<file path="src/rtl/free_list_slot_allocator_assert.svh">
// Assertion macros for the free-list slot allocator.
`ifndef FREE_LIST_SLOT_ALLOCATOR_ASSERT_SVH
`define FREE_LIST_SLOT_ALLOCATOR_ASSERT_SVH

// Same-cycle implication, checked on every rising edge of clk outside reset.
`define FSLA_ASSERT_IMPL(lbl, ante, cons, msg) \
  lbl: assert property (@(posedge clk) disable iff (rst) (ante) |-> (cons)) \
    else $error(msg);

// Next-cycle implication.
`define FSLA_ASSERT_NEXT(lbl, ante, cons, msg) \
  lbl: assert property (@(posedge clk) disable iff (rst) (ante) |=> cons) \
    else $error(msg);

`endif

</file>
<file path="src/rtl/fsla_pkg.sv">
// Package: widths, codes and beat types for the free-list slot allocator.
`timescale 1ns / 1ps
package fsla_pkg;

  localparam int SLOT_W  = 6;
  localparam int COUNT_W = 7;
  localparam int DEPTH   = 64;

  localparam logic [COUNT_W-1:0] CAPACITY = COUNT_W'(DEPTH);

  localparam logic [1:0] ST_OK        = 2'd0;
  localparam logic [1:0] ST_EXHAUSTED = 2'd1;
  localparam logic [1:0] ST_BAD_FREE  = 2'd2;

  localparam logic MODE_ALLOC = 1'b0;
  localparam logic MODE_FREE  = 1'b1;

  localparam logic MARK_BUSY = 1'b1;
  localparam logic MARK_FREE = 1'b0;

  typedef struct packed {
    logic              mode;
    logic [SLOT_W-1:0] slot_index;
  } fsla_req_t;

  typedef struct packed {
    logic [SLOT_W-1:0]  granted_slot;
    logic [1:0]         status;
    logic [COUNT_W-1:0] in_use;
  } fsla_rsp_t;

  // controller -> datapath
  typedef struct packed {
    logic accept;  // request beat taken, stack top read launched
    logic exec;    // apply request, register result
  } fsla_cmd_t;

endpackage

</file>
<file path="src/rtl/fsla_ctrl.sv">
// Controller state machine: sequences accept, execute and result strobe.
`timescale 1ns / 1ps
module fsla_ctrl (
  input  logic               clk,
  input  logic               rst,
  input  logic               start,
  output logic               busy,
  output logic               done,
  output fsla_pkg::fsla_cmd_t cmd
);
  import fsla_pkg::*;

  localparam logic S_IDLE = 1'b0;
  localparam logic S_EXEC = 1'b1;

  logic state;
  logic state_next;

  always_comb begin
    cmd.accept = 1'b0;
    cmd.exec   = 1'b0;
    state_next = state;
    case (state)
      S_IDLE: begin
        if (start) begin
          cmd.accept = 1'b1;
          state_next = S_EXEC;
        end
      end
      S_EXEC: begin
        cmd.exec   = 1'b1;
        state_next = S_IDLE;
      end
      default: state_next = S_IDLE;
    endcase
  end

  assign busy = (state != S_IDLE);

  always_ff @(posedge clk) begin
    if (rst) begin
      state <= S_IDLE;
      done  <= 1'b0;
    end else begin
      state <= state_next;
      done  <= cmd.exec;
    end
  end

endmodule

</file>
<file path="src/rtl/fsla_datapath.sv">
// Datapath: free stack memory, busy marks, counters and result register.
`timescale 1ns / 1ps
module fsla_datapath (
  input  logic                  clk,
  input  logic                  rst,
  input  fsla_pkg::fsla_cmd_t   cmd,
  input  fsla_pkg::fsla_req_t   req,
  input  logic                  cfg_we,
  input  logic [fsla_pkg::COUNT_W-1:0] cfg_data,
  output fsla_pkg::fsla_rsp_t   result
);
  import fsla_pkg::*;

  logic [SLOT_W-1:0] stack_mem [DEPTH];
  logic [SLOT_W-1:0] rd_data;
  logic [DEPTH-1:0]  entry_valid;   // clear: entry still holds its own index
  logic [DEPTH-1:0]  busy_marks;
  logic [COUNT_W-1:0] active_slots;
  logic [COUNT_W-1:0] stack_count;
  logic [COUNT_W-1:0] busy_total;

  logic              req_mode;
  logic [SLOT_W-1:0] req_slot;

  logic [COUNT_W-1:0] cfg_sat;
  logic [SLOT_W-1:0]  rd_addr;
  logic [SLOT_W-1:0]  pop_slot;
  logic [SLOT_W-1:0]  push_addr;
  logic               alloc_ok;
  logic               free_ok;
  logic [COUNT_W-1:0] busy_total_next;

  assign cfg_sat   = (cfg_data > CAPACITY) ? CAPACITY : cfg_data;
  // count is stable between accept and execute, so one address serves both
  assign rd_addr   = SLOT_W'(stack_count - COUNT_W'(1));
  assign push_addr = stack_count[SLOT_W-1:0];
  assign pop_slot  = entry_valid[rd_addr] ? rd_data : rd_addr;

  assign alloc_ok = (req_mode == MODE_ALLOC) && (stack_count != '0)
                    && (stack_count <= CAPACITY);
  assign free_ok  = (req_mode == MODE_FREE)
                    && ({1'b0, req_slot} < active_slots)
                    && (busy_marks[req_slot] == MARK_BUSY)
                    && (stack_count < CAPACITY);

  always_comb begin
    busy_total_next = busy_total;
    if (alloc_ok) begin
      busy_total_next = busy_total + COUNT_W'(1);
    end else if (free_ok && busy_total != '0) begin
      busy_total_next = busy_total - COUNT_W'(1);
    end
  end

  // stack memory: one write port, one registered read port
  always_ff @(posedge clk) begin
    if (cmd.accept) begin
      rd_data <= stack_mem[rd_addr];
    end
    if (cmd.exec && free_ok) begin
      stack_mem[push_addr] <= req_slot;
    end
  end

  always_ff @(posedge clk) begin
    if (cmd.accept) begin
      req_mode <= req.mode;
      req_slot <= req.slot_index;
    end
    if (cmd.exec) begin
      result.granted_slot <= alloc_ok ? pop_slot : '0;
      result.status       <= alloc_ok ? ST_OK :
                             free_ok  ? ST_OK :
                             (req_mode == MODE_ALLOC) ? ST_EXHAUSTED : ST_BAD_FREE;
      result.in_use       <= busy_total_next;
    end
  end

  always_ff @(posedge clk) begin
    if (rst) begin
      active_slots <= CAPACITY;
      stack_count  <= CAPACITY;
      busy_total   <= '0;
      entry_valid  <= '0;
      busy_marks   <= {DEPTH{MARK_FREE}};
    end else if (cfg_we) begin
      active_slots <= cfg_sat;
      stack_count  <= cfg_sat;
      busy_total   <= '0;
      entry_valid  <= '0;
      busy_marks   <= {DEPTH{MARK_FREE}};
    end else if (cmd.exec) begin
      busy_total <= busy_total_next;
      if (alloc_ok) begin
        stack_count          <= stack_count - COUNT_W'(1);
        busy_marks[pop_slot] <= MARK_BUSY;
      end else if (free_ok) begin
        stack_count            <= stack_count + COUNT_W'(1);
        entry_valid[push_addr] <= 1'b1;
        busy_marks[req_slot]   <= MARK_FREE;
      end
    end
  end

endmodule

</file>
<file path="src/rtl/free_list_slot_allocator.sv">
// Top level of the LIFO free-list slot allocator.
// The result strobe (done) is registered from the EXEC state that follows the accepting edge.
// A new request is not taken while the controller is in EXEC, where busy is high.
// A new request may be taken in the same cycle as the previous result strobe.
// Reset and every active_slots write rebuild the free list by clearing the per-entry valid bits (no clearing pass).
// The receiver cannot stall: each result is shown for exactly one cycle.
`timescale 1ns / 1ps
module free_list_slot_allocator (
  input  logic                          clk,
  input  logic                          rst,
  input  logic                          start,
  output logic                          busy,
  input  fsla_pkg::fsla_req_t           req,
  output logic                          done,
  output fsla_pkg::fsla_rsp_t           result,
  input  logic                          cfg_valid,
  output logic                          cfg_ready,
  input  logic [fsla_pkg::COUNT_W-1:0]  cfg_data
);
  import fsla_pkg::*;

  `include "free_list_slot_allocator_assert.svh"

  fsla_cmd_t cmd;

  // Register writes must arrive only while idle (user's duty, not enforced); the port is always open.
  assign cfg_ready = 1'b1;

  // Controller: IDLE takes the beat and launches the stack-top read,
  // EXEC applies the request, and the strobe follows in the cycle after it.
  fsla_ctrl u_ctrl (
    .clk   (clk),
    .rst   (rst),
    .start (start),
    .busy  (busy),
    .done  (done),
    .cmd   (cmd)
  );

  // Datapath: stack memory with per-entry valid bits standing in for the
  // rebuilt contents, busy marks in flops, counts and the result register.
  fsla_datapath u_dp (
    .clk      (clk),
    .rst      (rst),
    .cmd      (cmd),
    .req      (req),
    .cfg_we   (cfg_valid && cfg_ready),
    .cfg_data (cfg_data),
    .result   (result)
  );

  // accepted beat keeps the block busy for its execute cycle
  `FSLA_ASSERT_NEXT(a_accept_busy, start && !busy, busy, "busy not raised after accept")
  // every accepted beat gives a result strobe after its execute cycle
  `FSLA_ASSERT_NEXT(a_accept_done, start && !busy, ##1 done, "missing result strobe")
  // strobe only while the controller is back in idle
  `FSLA_ASSERT_IMPL(a_done_idle, done, !busy, "result strobe while busy")
  // failed requests hand out slot zero
  `FSLA_ASSERT_IMPL(a_fail_zero, done && result.status != ST_OK,
                    result.granted_slot == '0, "failed request granted a slot")
  // busy count never exceeds the pool
  `FSLA_ASSERT_IMPL(a_in_use_max, done, result.in_use <= CAPACITY, "in_use above capacity")

endmodule

</file>
<file path="config.mk">
export PLATFORM = sky130hd
export DESIGN_NAME = free_list_slot_allocator
export DESIGN_NICKNAME = d
export VERILOG_FILES = /design/src/rtl/fsla_pkg.sv /design/src/rtl/fsla_ctrl.sv /design/src/rtl/fsla_datapath.sv /design/src/rtl/free_list_slot_allocator.sv
export VERILOG_INCLUDE_DIRS = /design/src /design/src/rtl
export SDC_FILE = /design/constraint.sdc
export NUM_CORES = 1
export LEC_CHECK = 0
export ABC_AREA = 1
export ABC_CLOCK_PERIOD_IN_PS = 10420
export CAP_MARGIN = 20
export CORE_ASPECT_RATIO = 1.5
export CORE_MARGIN = 2
export CORE_UTILIZATION = 45
export CTS_CLUSTER_DIAMETER = 150
export DETAILED_ROUTE_END_ITERATION = 12
export DONT_BUFFER_PORTS = 1
export PLACE_DENSITY = 0.62
export SYNTH_ARGS = -nofsm -noshare
export SYNTH_HDL_FRONTEND = slang
export SYNTH_SLANG_ARGS = --single-unit
export TNS_END_PERCENT = 20
</file>
<file path="constraint.sdc">
create_clock -name clk -period 10.42 [get_ports clk]
set_input_delay 3.126 -clock clk [delete_from_list [all_inputs] [get_ports clk]]
set_output_delay 3.126 -clock clk [all_outputs]
set_load 0.03 [all_outputs]
</file>
# --- Word level (Yosys, flattened, before mapping) ---
# Memories as Yosys holds them, arrays and structs flattened. A register that Yosys moved wholly into a read port is not among the register bits.
# Index checks and enable logic that the tools add are counted.
totals:
  ramBits: 384
  mem_count: 1
  word_cells: 82
  ff_bits: 173
  input_bits: 18
classes:
  n_lt_le_gt_ge: 11
  n_bitwise: 7
  mux: 27
  reduce_logical: 20
  add_sub_neg: 4
memory_table:
  columns: ["name", "depth", "width", "rd", "rd_ports_with_merged_regs", "wr", "line", "source"]
  rows:
  - ["u_dp.stack_mem", 64, 6, 1, 1, 1, "fsla_datapath.sv:14", "logic [SLOT_W-1:0] stack_mem [DEPTH];"]
ops:
  columns: ["op", "count"]
  rows:
  - ["2-to-1 mux 64 bit", 2]
  - ["bitwise OR 64 bit", 2]
  - ["AND 64 bit", 1]
  - ["NOT 64 bit", 1]
  - ["2-to-1 mux 7 bit", 7]
  - ["< comparator 6 x 7 -> 1 bit, second input constant", 4]
  - ["demux 1 bit (select 6 bit)", 3]
  - ["greater-or-equal comparator 6 x 1 -> 1 bit, second input constant", 3]
  - ["adder 7 x 1 -> 7 bit, second input constant", 2]
  - ["nonzero test 7 bit", 2]
  - ["subtractor 7 x 1 -> 7 bit, second input constant", 2]
  - ["binary-select mux 1 bit (select 6 bit)", 2]
  - ["logical AND 1 bit", 10]
  - ["2-to-1 mux 1 bit", 10]
  - ["> comparator 7 bit, second input constant", 1]
  - ["less-or-equal comparator 7 bit, second input constant", 1]
  - ["< comparator 6 x 7 -> 1 bit", 1]
  - ["< comparator 7 bit, second input constant", 1]
  - ["2-to-1 mux 6 bit", 1]
  - ["AND reduction 2 bit", 2]
  - ["nonzero test 2 bit", 2]
  - ["OR reduction 2 bit", 2]
  - ["NOT 1 bit", 3]
  - ["AND reduction 3 bit", 1]
  - ["other kinds (3)", 3]

# --- Depth between registers and ports, before layout ---
# Gate-level depths: netlist of run 1.
depth:
  depth_word: 10
  mapped_depth: 22
  mapped_depth_nobuf: 19

# --- Hierarchy ---
# A second synthesis of run 1 with hierarchy kept.
unflattened:
  hier_cells: 2486
  area_unflattened_um2: 24801.3
modules_own_cells:
  columns: ["module", "area_per_inst_um2", "cells_each", "seq_area_each_um2", "n_inst"]
  rows:
  - ["fsla_datapath", 24711.2, 2475, 15354.7, 1]
  - ["fsla_ctrl", 78.8, 9, 40.0, 1]
  - ["free_list_slot_allocator", 11.3, 2, 0.0, 1]

# --- Least setup slack after synthesis of run 1 ---
# No wires, ideal clock.
synth_timing:
  path_kind: "input to register"
  start: "input start"
  end: "register u_dp.rd_data[0] (read register of u_dp.stack_mem) (enable)"
  slack_ns: 6.305
  cell_stages: 2
  n_path_buf: 0
  arrival_time_ns: 3.733
  path_cell_list: "inv_1 -> nor2_1"
synth_via:
  elab_chain_len: 2
synth_lines:
  columns: ["item", "line", "source"]
  rows:
  - ["from (decl)", "free_list_slot_allocator.sv:11", "input logic start,"]
  - ["2-to-1 mux 1 bit", "fsla_ctrl.sv:25", "if (start) begin"]
  - ["2-to-1 mux 1 bit", "fsla_ctrl.sv:23", "case (state)"]
  - ["to (decl)", "fsla_datapath.sv:15", "logic [SLOT_W-1:0] rd_data;"]
# Every way passes these cells.
# A chain may end at the register's enable or synchronous reset.

# --- Final worst setup path of run 1 ---
layout_timing:
  start: "register u_dp.stack_count[0]"
  end: "register u_dp.busy_marks[23]"
layout_via:
  elab_chain_len: 10
layout_lines:
  columns: ["item", "line", "source"]
  rows:
  - ["from (decl)", "fsla_datapath.sv:19", "logic [COUNT_W-1:0] stack_count;"]
  - ["from (signal assigned)", "fsla_datapath.sv:88", "stack_count <= cfg_sat;"]
  - ["from (signal assigned)", "fsla_datapath.sv:95", "stack_count <= stack_count - COUNT_W'(1);"]
  - ["from (signal assigned)", "fsla_datapath.sv:98", "stack_count <= stack_count + COUNT_W'(1);"]
  - ["subtractor 7 x 1 -> 7 bit", "fsla_datapath.sv:35", "assign rd_addr = SLOT_W'(stack_count - COUNT_W'(1));"]
  - ["binary-select mux 1 bit (select 6 bit)", "fsla_datapath.sv:37", "assign pop_slot = entry_valid[rd_addr] ? rd_data : rd_addr;"]
  - ["2-to-1 mux 1 bit (implied by the code)", "fsla_datapath.sv:37", null]
  - ["2-to-1 mux 6 bit", "fsla_datapath.sv:37", null]
  - ["< comparator 6 x 7 -> 1 bit (implied by the code) or greater-or-equal comparator 6 x 1 -> 1 bit (tied branches)", "fsla_datapath.sv:96", "busy_marks[pop_slot] <= MARK_BUSY;"]
  - ["logical AND 1 bit (implied by the code)", "fsla_datapath.sv:96", null]
  - ["2-to-1 mux 1 bit (implied by the code)", "fsla_datapath.sv:96", null]
  - ["demux 1 bit (select 6 bit)", null, null]
  - ["bitwise OR 64 bit (no line)", null, null]
  - ["2-to-1 mux 64 bit", "fsla_datapath.sv:94", "if (alloc_ok) begin"]
  - ["to (signal assigned)", "fsla_datapath.sv:85", "busy_marks <= {DEPTH{MARK_FREE}};"]
  - ["to (signal assigned)", "fsla_datapath.sv:91", "busy_marks <= {DEPTH{MARK_FREE}};"]
  - ["to (decl)", "fsla_datapath.sv:17", "logic [DEPTH-1:0] busy_marks;"]
# Parallel ways exist; a longest one is shown, timed or not. The select of a mux whose other input is x is not followed.

==> results of run 1 <==
cell type report:
type,count,area share (%)
Sequential cell,563,57.3
Timing Repair Buffer,32,1.04
Clock buffer,75,5.27
Tap cell,695,3.23
Multi-Input combinational cell,1525,28.9
Clock inverter,21,0.782
Inverter,245,3.46
per-layer routing:
metal	vias to the layer above	track usage [%]	share of wire [%]
li1	8576	-	-
met1	9033	26.9	37
met2	614	43.5	53
met3	169	2.75	5.2
met4	0	11.7	5.0
met5	-	0	0
metrics by stage:
| step | power (mW) | hold slack [ns] | worst slack (ns) | instances |
|---|---|---|---|---|
| after floorplan | 3.05 | 0.429 | 6.31 | 2494 |
| after global placement | 3.30 | 0.439 | 5.46 | 3058 |
| after detailed placement | 3.31 | 0.446 | 5.49 | 3058 |
| after CTS | 5.15 | 0.455 | 5.46 | 3154 |
| after global routing | 5.31 | 0.472 | 5.05 | 3156 |
| final | 5.14 | 0.454 | 5.43 | 3156 |
how the worst max path moves through the flow:
| stage | start | end | slack, ns | cells past startpoint |
|---|---|---|---|---|
| after floorplan | start | u_dp.rd_data[0] | 6.31 | 2 |
| after global placement | u_dp.req_slot[0] | u_dp.stack_mem[0][1] | 5.46 | 13 |
| after detailed placement | u_dp.req_slot[0] | u_dp.stack_mem[0][1] | 5.49 | 13 |
| after CTS | u_dp.stack_count[0] | u_dp.busy_marks[23] | 5.46 | 16 |
| after global routing | u_dp.req_slot[2] | u_dp.entry_valid[0] | 5.05 | 17 |
| final | u_dp.stack_count[0] | u_dp.busy_marks[23] | 5.43 | 16 |
cells in the final DEF, fill, tap and decap left out, types with 2 or more instances in the layout:
cell and n:
nand2_1 340, nor3_1 9, o221ai_1 59, nor3_2 10
nand2_4 2, nand3_1 207, bufinv_16 3, a31oi_1 67
dfxtp_1 150, clkbuf_8 3, o21ai_0 286, o211ai_1 43
nor4_1 3, inv_6 3, xor2_1 7, clkbuf_1 20
ha_1 10, inv_2 9, nor2_1 245, clkinv_1 9
inv_1 230, buf_4 30, nand2_2 16, nor2_2 2
o22ai_1 42, edfxtp_1 412, clkbuf_16 52, a21oi_1 140
clkinv_2 5, clkinvlp_4 2, buf_16 2, nand4_1 6
nor2_4 18, inv_4 2
sequential cells by signal, summed over array words and instances, names as in the netlist:
name	flops
u_dp.req_mode	1
u_ctrl.done	1
u_dp.req_slot	6
u_dp.busy_marks	64
u_dp.busy_total	7
u_dp.result	15
u_dp.entry_valid	64
u_dp.active_slots	7
u_dp.rd_data	6
u_dp.stack_mem	384
u_dp.stack_count	7
u_ctrl.busy	1
power groups by stage:
stage / Clock (mW) / Sequential, mW / Combinational, mW
floorplan: 0 / 2.50 / 0.549
global placement: 0 / 2.50 / 0.800
detailed placement: 0 / 2.50 / 0.810
CTS: 1.89 / 2.45 / 0.812
global route: 1.97 / 2.45 / 0.888
finish: 1.87 / 2.45 / 0.823
worst max-delay path: stages (launching register included):
cell	delay, ns
dfxtp_4	0.44
inv_6	0.39
ha_4	0.34
inv_2	0.78
buf_4	0.66
o211ai_1	0.18
nand3_1	0.12
nand3_1	0.11
nand3_1	0.15
nand3_1	0.34
nand2_2	0.38
nand2_1	0.11
nand2_1	0.13
nand2_2	0.11
nor2_4	0.38
nand2_1	0.09
a21oi_1	0.16
cell families (layout without fill, tap and decap cells):
kind of cell | Yosys count | count (layout) | synth area share (%)
AND/OR/NAND/NOR | 862 | 862 | 15.3
AO/OA/AOI/OAI | 641 | 641 | 14.9
flip-flops | 563 | 563 | 62.2
buffers and inverters | 406 | 373 | 6.57
adder cells (fa/ha/maj) | 11 | 11 | 0.556
XOR/XNOR | 10 | 10 | 0.445
other | 1 | 1 | 0.0152
==> summary.md, run 1 <==
| Metric | Value |
|---|---|
| Dpl cell area | `about 0.025 mm²` |
| Area contributors post-synth | `edfxtp_1 (50%), dfxtp_1 (12%), o21ai_0 (5.8%)` |
| Hold path depth | `2` |
| Element type at the critical path end | `register` |
| Initial antenna violation count | `0` |
| Cell count after synthesis | `2494` |
| WS Path Type | `register to register` |
| Synth top cells by count | `edfxtp_1 (412), nand2_1 (340), o21ai_0 (286)` |
| Final #Nets | `between 2k and 2.5k` |
| Largest net degree at the start of global routing | `between 100 and 150` |
| Die footprint | `around 0.057 mm²` |
| Layout cell share with drive strength beyond 1 | `under 10%` |
| Rel. slew slack | `approximately 26%` |
| Routed vias/inst | `5.83` |
| Layout Area Growth over Synthesis | `8.63%` |
| RR Endpoint | `u_dp.busy_marks[23]` |
| Worst-path fanout max | `61` |
| Routed Antenna Nets | `0` |
| Asr flop ratio synth | `0%` |
| Multi-input gate area | `0.00778 mm²` |
| Least-Margin Pin Slew | `roughly 1.1 ns` |
| CTS H-tree lvls | `2` |
| Syn Std Cell Area | `0.0248 mm²` |
| ANT cells | `0` |
| Final core utilization | `between 40% and 50%` |
| Pleak | `9.43 nW` |
| Fill count | `approximately 5k` |
| Final period util | `around 48%` |
| Arrival time worst endpoint | `around 5.5 ns` |
| First-pass GRT wire length | `around 100000 µm` |
| Max Cap Viol | `0` |
| Drt first pass iters | `6` |
| Startpoint Class | `register` |
| Hold_buf cts | `0` |
| Mapped Nets | `roughly 2.5k` |
| Core area | `0.0545 mm²` |
| Routability congestion estimate | `0.885` |
| CTS tree | `yes` |
| Worst vdd ir | `about 130 µV` |
| Wire length per cell | `around 22 µm` |
| Syn. warnings | `0` |
| Post-synth top area share | `about 50%` |
| Worst min path class | `register to register` |
| Hold endpoint | `u_dp.entry_valid[1]` |
| Final Instance Area | `roughly 0.027 mm²` |
| Setup Viol. Count Final | `0` |
| Resized cells post-CTS | `0` |
| Worst-Skew Late Latency | `about 0.6 ns` |
| Post-synth top area cell | `edfxtp_1` |
| Die width | `just under 200 µm` |
| Vias in the first global route | `18.0k` |
| Grt ovf | `0` |
| Final WL | `between 60000 and 70000 µm` |
| R2R setup slack | `about 5.4 ns` |
| # rows | `around 110` |
| Final setup TNS | `0 ns` |
| Setup Fix Bufs, Post-CTS | `0` |
| Unique masters post-synth | `42` |
| Hold_sp | `u_dp.entry_valid[1]` |
| Critical R2R Launch | `u_dp.stack_count[0]` |
| Sequential power share | `around 48%` |
| CTS buffer count | `52` |
| Worst r2r path cells | `16` |
| Max clock buf depth | `3` |
| Achievable Freq | `roughly 200 MHz` |
| 1st-iter DRT viols | `~1.6k` |
| Count leader, synth | `edfxtp_1` |
| Reg clk slew, reported paths | `about 0.06 ns` |
| P_sw | `between 1 and 1.5 mW` |
| Initial core utilization | `a little under half` |
| RSZ-0062 raised after global routing | `false` |
| Drt drc | `0` |
| Seq/Total Area, Yosys | `a little over 60%` |
| Clock Power Share | `a little over a third` |
| Status | `complete, no violations` |
| Fin Clk Skew | `roughly 0.028 ns` |
| Total GRT Usage | `23.6%` |
| Max Slew Vio Count | `0` |
| Clock Tree Root | `clkbuf_16` |
| Cell Pwr Density | `about 190 mW/mm²` |
| DP Wirelength | `approximately 42000 µm` |
| Combinational power share | `about 16%` |
| FF+latch area | `about 0.015 mm²` |
| EDFF count, synth | `between 400 and 500` |
| Clk sinks | `about 560` |
| Sw Share | `around 29%` |
| P_int | `3.65 mW` |
| Data required, critical path | `approximately 11 ns` |
| IO Pins | `36` |
| Final Hold Viols | `0` |
| Port Buffers | `0` |
| Final Critical Period | `around 5.0 ns` |
| Die H | `a little under 300 µm` |
| Syn_area_per_cell | `9.92 µm²` |
| Via count | `between 15k and 20k` |
| Yosys reg bits | `563` |
| Main synth FF type | `edfxtp_1` |
Note: power is estimated with default switching activity, not from simulation.
==> inputs of run 2 (changes only) <==
Settings changed: ABC_CLOCK_PERIOD_IN_PS 10420 to 4300, PLACE_DENSITY 0.62 to 0.64.
Clock period 10.42 ns to 4.3 ns, I/O delays scaled along.
==> run 2 against run 1 <==
Power is 140% higher. Largest cell class unchanged. Die area did not move. Design area up 0.55%. Highest routed layer unchanged. Clock skew fell by 0.0072 ns. Clock power up 130%. Register-to-register slack got worse by 5.2 ns. Flip-flop and latch count is the same.
==> summary.md, run 2 (synthesis gave the netlist of run 1 again) <==
| Metric | Value |
|---|---|
| Status | `complete, no violations (unchanged)` |
| Final period util | `94.0% (was 47.9%)` |
| Clock Tree Root | `clkbuf_16 (unchanged)` |
| Routed vias/inst | `5.93 (was 5.83)` |
| Max reg flops | `384 (unchanged)` |
| Element type at the critical path end | `register (unchanged)` |
| Max Slew Vio Count | `0 (unchanged)` |
| Final Critical Period | `4.04 ns (was 4.99 ns)` |
| Data required, critical path | `4.58 ns (was 10.93 ns)` |
| Drt drc | `0 (unchanged)` |
| Pwr Total | `12.4 mW (was 5.14 mW)` |
| CTS tree | `yes (unchanged)` |
| Final #Nets | `2467 (was 2448)` |
| Worst-path fanout max | `34 (was 61)` |
| Achievable Freq | `247 MHz (was 200 MHz)` |
| Reg with most FFs | `u_dp.stack_mem (unchanged)` |
| Routed Antenna Nets | `0 (unchanged)` |
| Initial antenna violation count | `4 (was 0)` |
| Commonest non-fill, non-tap cell in the layout | `edfxtp_1 (unchanged)` |
| Worst-Skew Late Latency | `0.59 ns (was 0.61 ns)` |
| First-pass GRT wire length | `109000 µm (was 104000 µm)` |
| Vias in the first global route | `18.7k (was 18.0k)` |
| Final WL | `72600 µm (was 68000 µm)` |
| CTS buffer count | `52 (unchanged)` |
| Commonest cells after routing, fill and taps aside | `edfxtp_1 (412), nand2_1 (340), o21ai_0 (286) (unchanged)` |
| DP Wirelength | `45300 µm (was 42300 µm)` |
| 1st-iter DRT viols | `1653 (was 1602)` |
| Resized cells post-CTS | `0 (unchanged)` |
| Reg clk slew, reported paths | `0.06 ns (about the same)` |
| Hold slack | `0.455 ns (was 0.454 ns)` |
| Arrival time worst endpoint | `4.32 ns (was 5.50 ns)` |
| Max Cap Viol | `0 (unchanged)` |
| # rows | `105 (unchanged)` |
| Largest net degree at the start of global routing | `238 (was 115)` |
| Drt first pass iters | `6 (unchanged)` |
| Clk sinks | `563 (unchanged)` |
| RSZ-0062 raised after global routing | `false (unchanged)` |
| Dpl cell area | `0.0254 mm² (was 0.0252 mm²)` |
| Fin Clk Skew | `0.0209 ns (was 0.0281 ns)` |
| Pleak | `9.52 nW (was 9.43 nW)` |
| Setup Viol. Count Final | `0 (unchanged)` |
| Die H | `291 µm (unchanged)` |
| Least-Margin Pin Slew | `1.14 ns (was 1.11 ns)` |
| Initial core utilization | `45.4% (unchanged)` |
| Startpoint Class | `register (unchanged)` |
| Port Buffers | `0 (unchanged)` |
| Via count | `18.8k (was 18.4k)` |
| Die footprint | `0.0569 mm² (unchanged)` |
| Core area | `0.0545 mm² (unchanged)` |
| Total GRT Usage | `25.2% (was 23.6%)` |
| Layout Area Growth over Synthesis | `9.23% (was 8.63%)` |
| Routability congestion estimate | `0.896 (was 0.885)` |
| Cell Pwr Density | `459 mW/mm² (was 191 mW/mm²)` |
| Final Instance Area | `0.0270 mm² (was 0.0269 mm²)` |
| Grt ovf | `0 (unchanged)` |
| Wire length per cell | `22.8 µm (was 21.6 µm)` |
| Rel. slew slack | `24.0% (was 25.9%)` |
| Die width | `195 µm (unchanged)` |
| CTS H-tree lvls | `2 (unchanged)` |
| Layout cell share with drive strength beyond 1 | `7.99% (was 7.03%)` |
| WS Path Type | `register to register (unchanged)` |
| Largest regs | `u_dp.stack_mem: 384 flops, u_dp.busy_marks: 64 flops, u_dp.entry_valid: 64 flops (unchanged)` |
| Fill count | `4895 (was 4909)` |
| IO Pins | `36 (unchanged)` |
| Final core utilization | `49.6% (was 49.3%)` |
| Worst min path class | `register to register (unchanged)` |
| Hold_buf cts | `0 (unchanged)` |
| Final setup TNS | `0 ns (unchanged)` |
| Max clock buf depth | `3 (unchanged)` |
| Final Hold Viols | `0 (unchanged)` |
| Setup Fix Bufs, Post-CTS | `0 (unchanged)` |
| Worst vdd ir | `289 µV (was 132 µV)` |
[run 2: changes by cell type in the layout (fill, tap and decap cells not counted), sizes merged, moves of 2 or more]
cell,before,now
inv,245,243
diode,0,3
buf,32,51
clkbuf,75,67
clkinv,15,24
[run 2: cell type report]
type | count | area (µm²) | share of cell area [%]
tap | 695 | 870 | 3.22
inverter | 245 | 931 | 3.44
antenna | 3 | 7.51 | 0.0278
sequential | 563 | 15400 | 57.0
clock buffer | 67 | 1390 | 5.13
timing repair buffer | 51 | 458 | 1.69
clock inverter | 28 | 204 | 0.754
multi-input combinational | 1525 | 7780 | 28.8
[run 2: worst max-delay path, cell delays in order, from the launching register on]
cell,delay [ns]
edfxtp_1,0.61
inv_1,0.29
nor2_1,0.06
buf_4,0.24
nand3_1,0.10
nand4_1,0.11
nand2_1,0.17
nand3_1,0.10
nor2_1,0.10
nand2_1,0.17
nor2_4,0.79
buf_4,0.52
nand3_1,0.20
inv_1,0.24
[run 2: report_power, final]
group	internal (mW)	switching, mW	total, mW
logic	0.523	1.57	2.10
registers	5.88	0.0537	5.93
clock network	2.40	1.98	4.38
total	8.80	3.61	12.4
[run 2: worst paths after layout]
check,from,endpoint,slack (ns),cells after the start
worst max-delay path,u_dp.req_slot[2],u_dp.stack_mem[8][2],0.26,13
worst min-delay path,u_dp.entry_valid[33],u_dp.entry_valid[33],0.46,2
worst max register to register,u_dp.req_slot[2],u_dp.stack_mem[8][2],0.26,13
worst min register to register,u_dp.entry_valid[33],u_dp.entry_valid[33],0.46,2
[run 2: per-layer routing]
metal / GRT usage, % / wire (µm) / share of wire [%]
met1: 28.8 / 26500 / 37
met2: 43.9 / 36000 / 50
met3: 3.05 / 4740 / 6.5
met4: 17.4 / 5250 / 7.2
met5: 0 / 0 / 0
[run 2: metrics by stage]
| step | instances | setup WS (ns) |
|---|---|---|
| floorplan | 2494 | 0.866 |
| global placement | 3079 | 0.363 |
| detailed placement | 3079 | 0.317 |
| CTS | 3174 | 0.303 |
| global route | 3177 | 0.0870 |
| finish | 3177 | 0.257 |
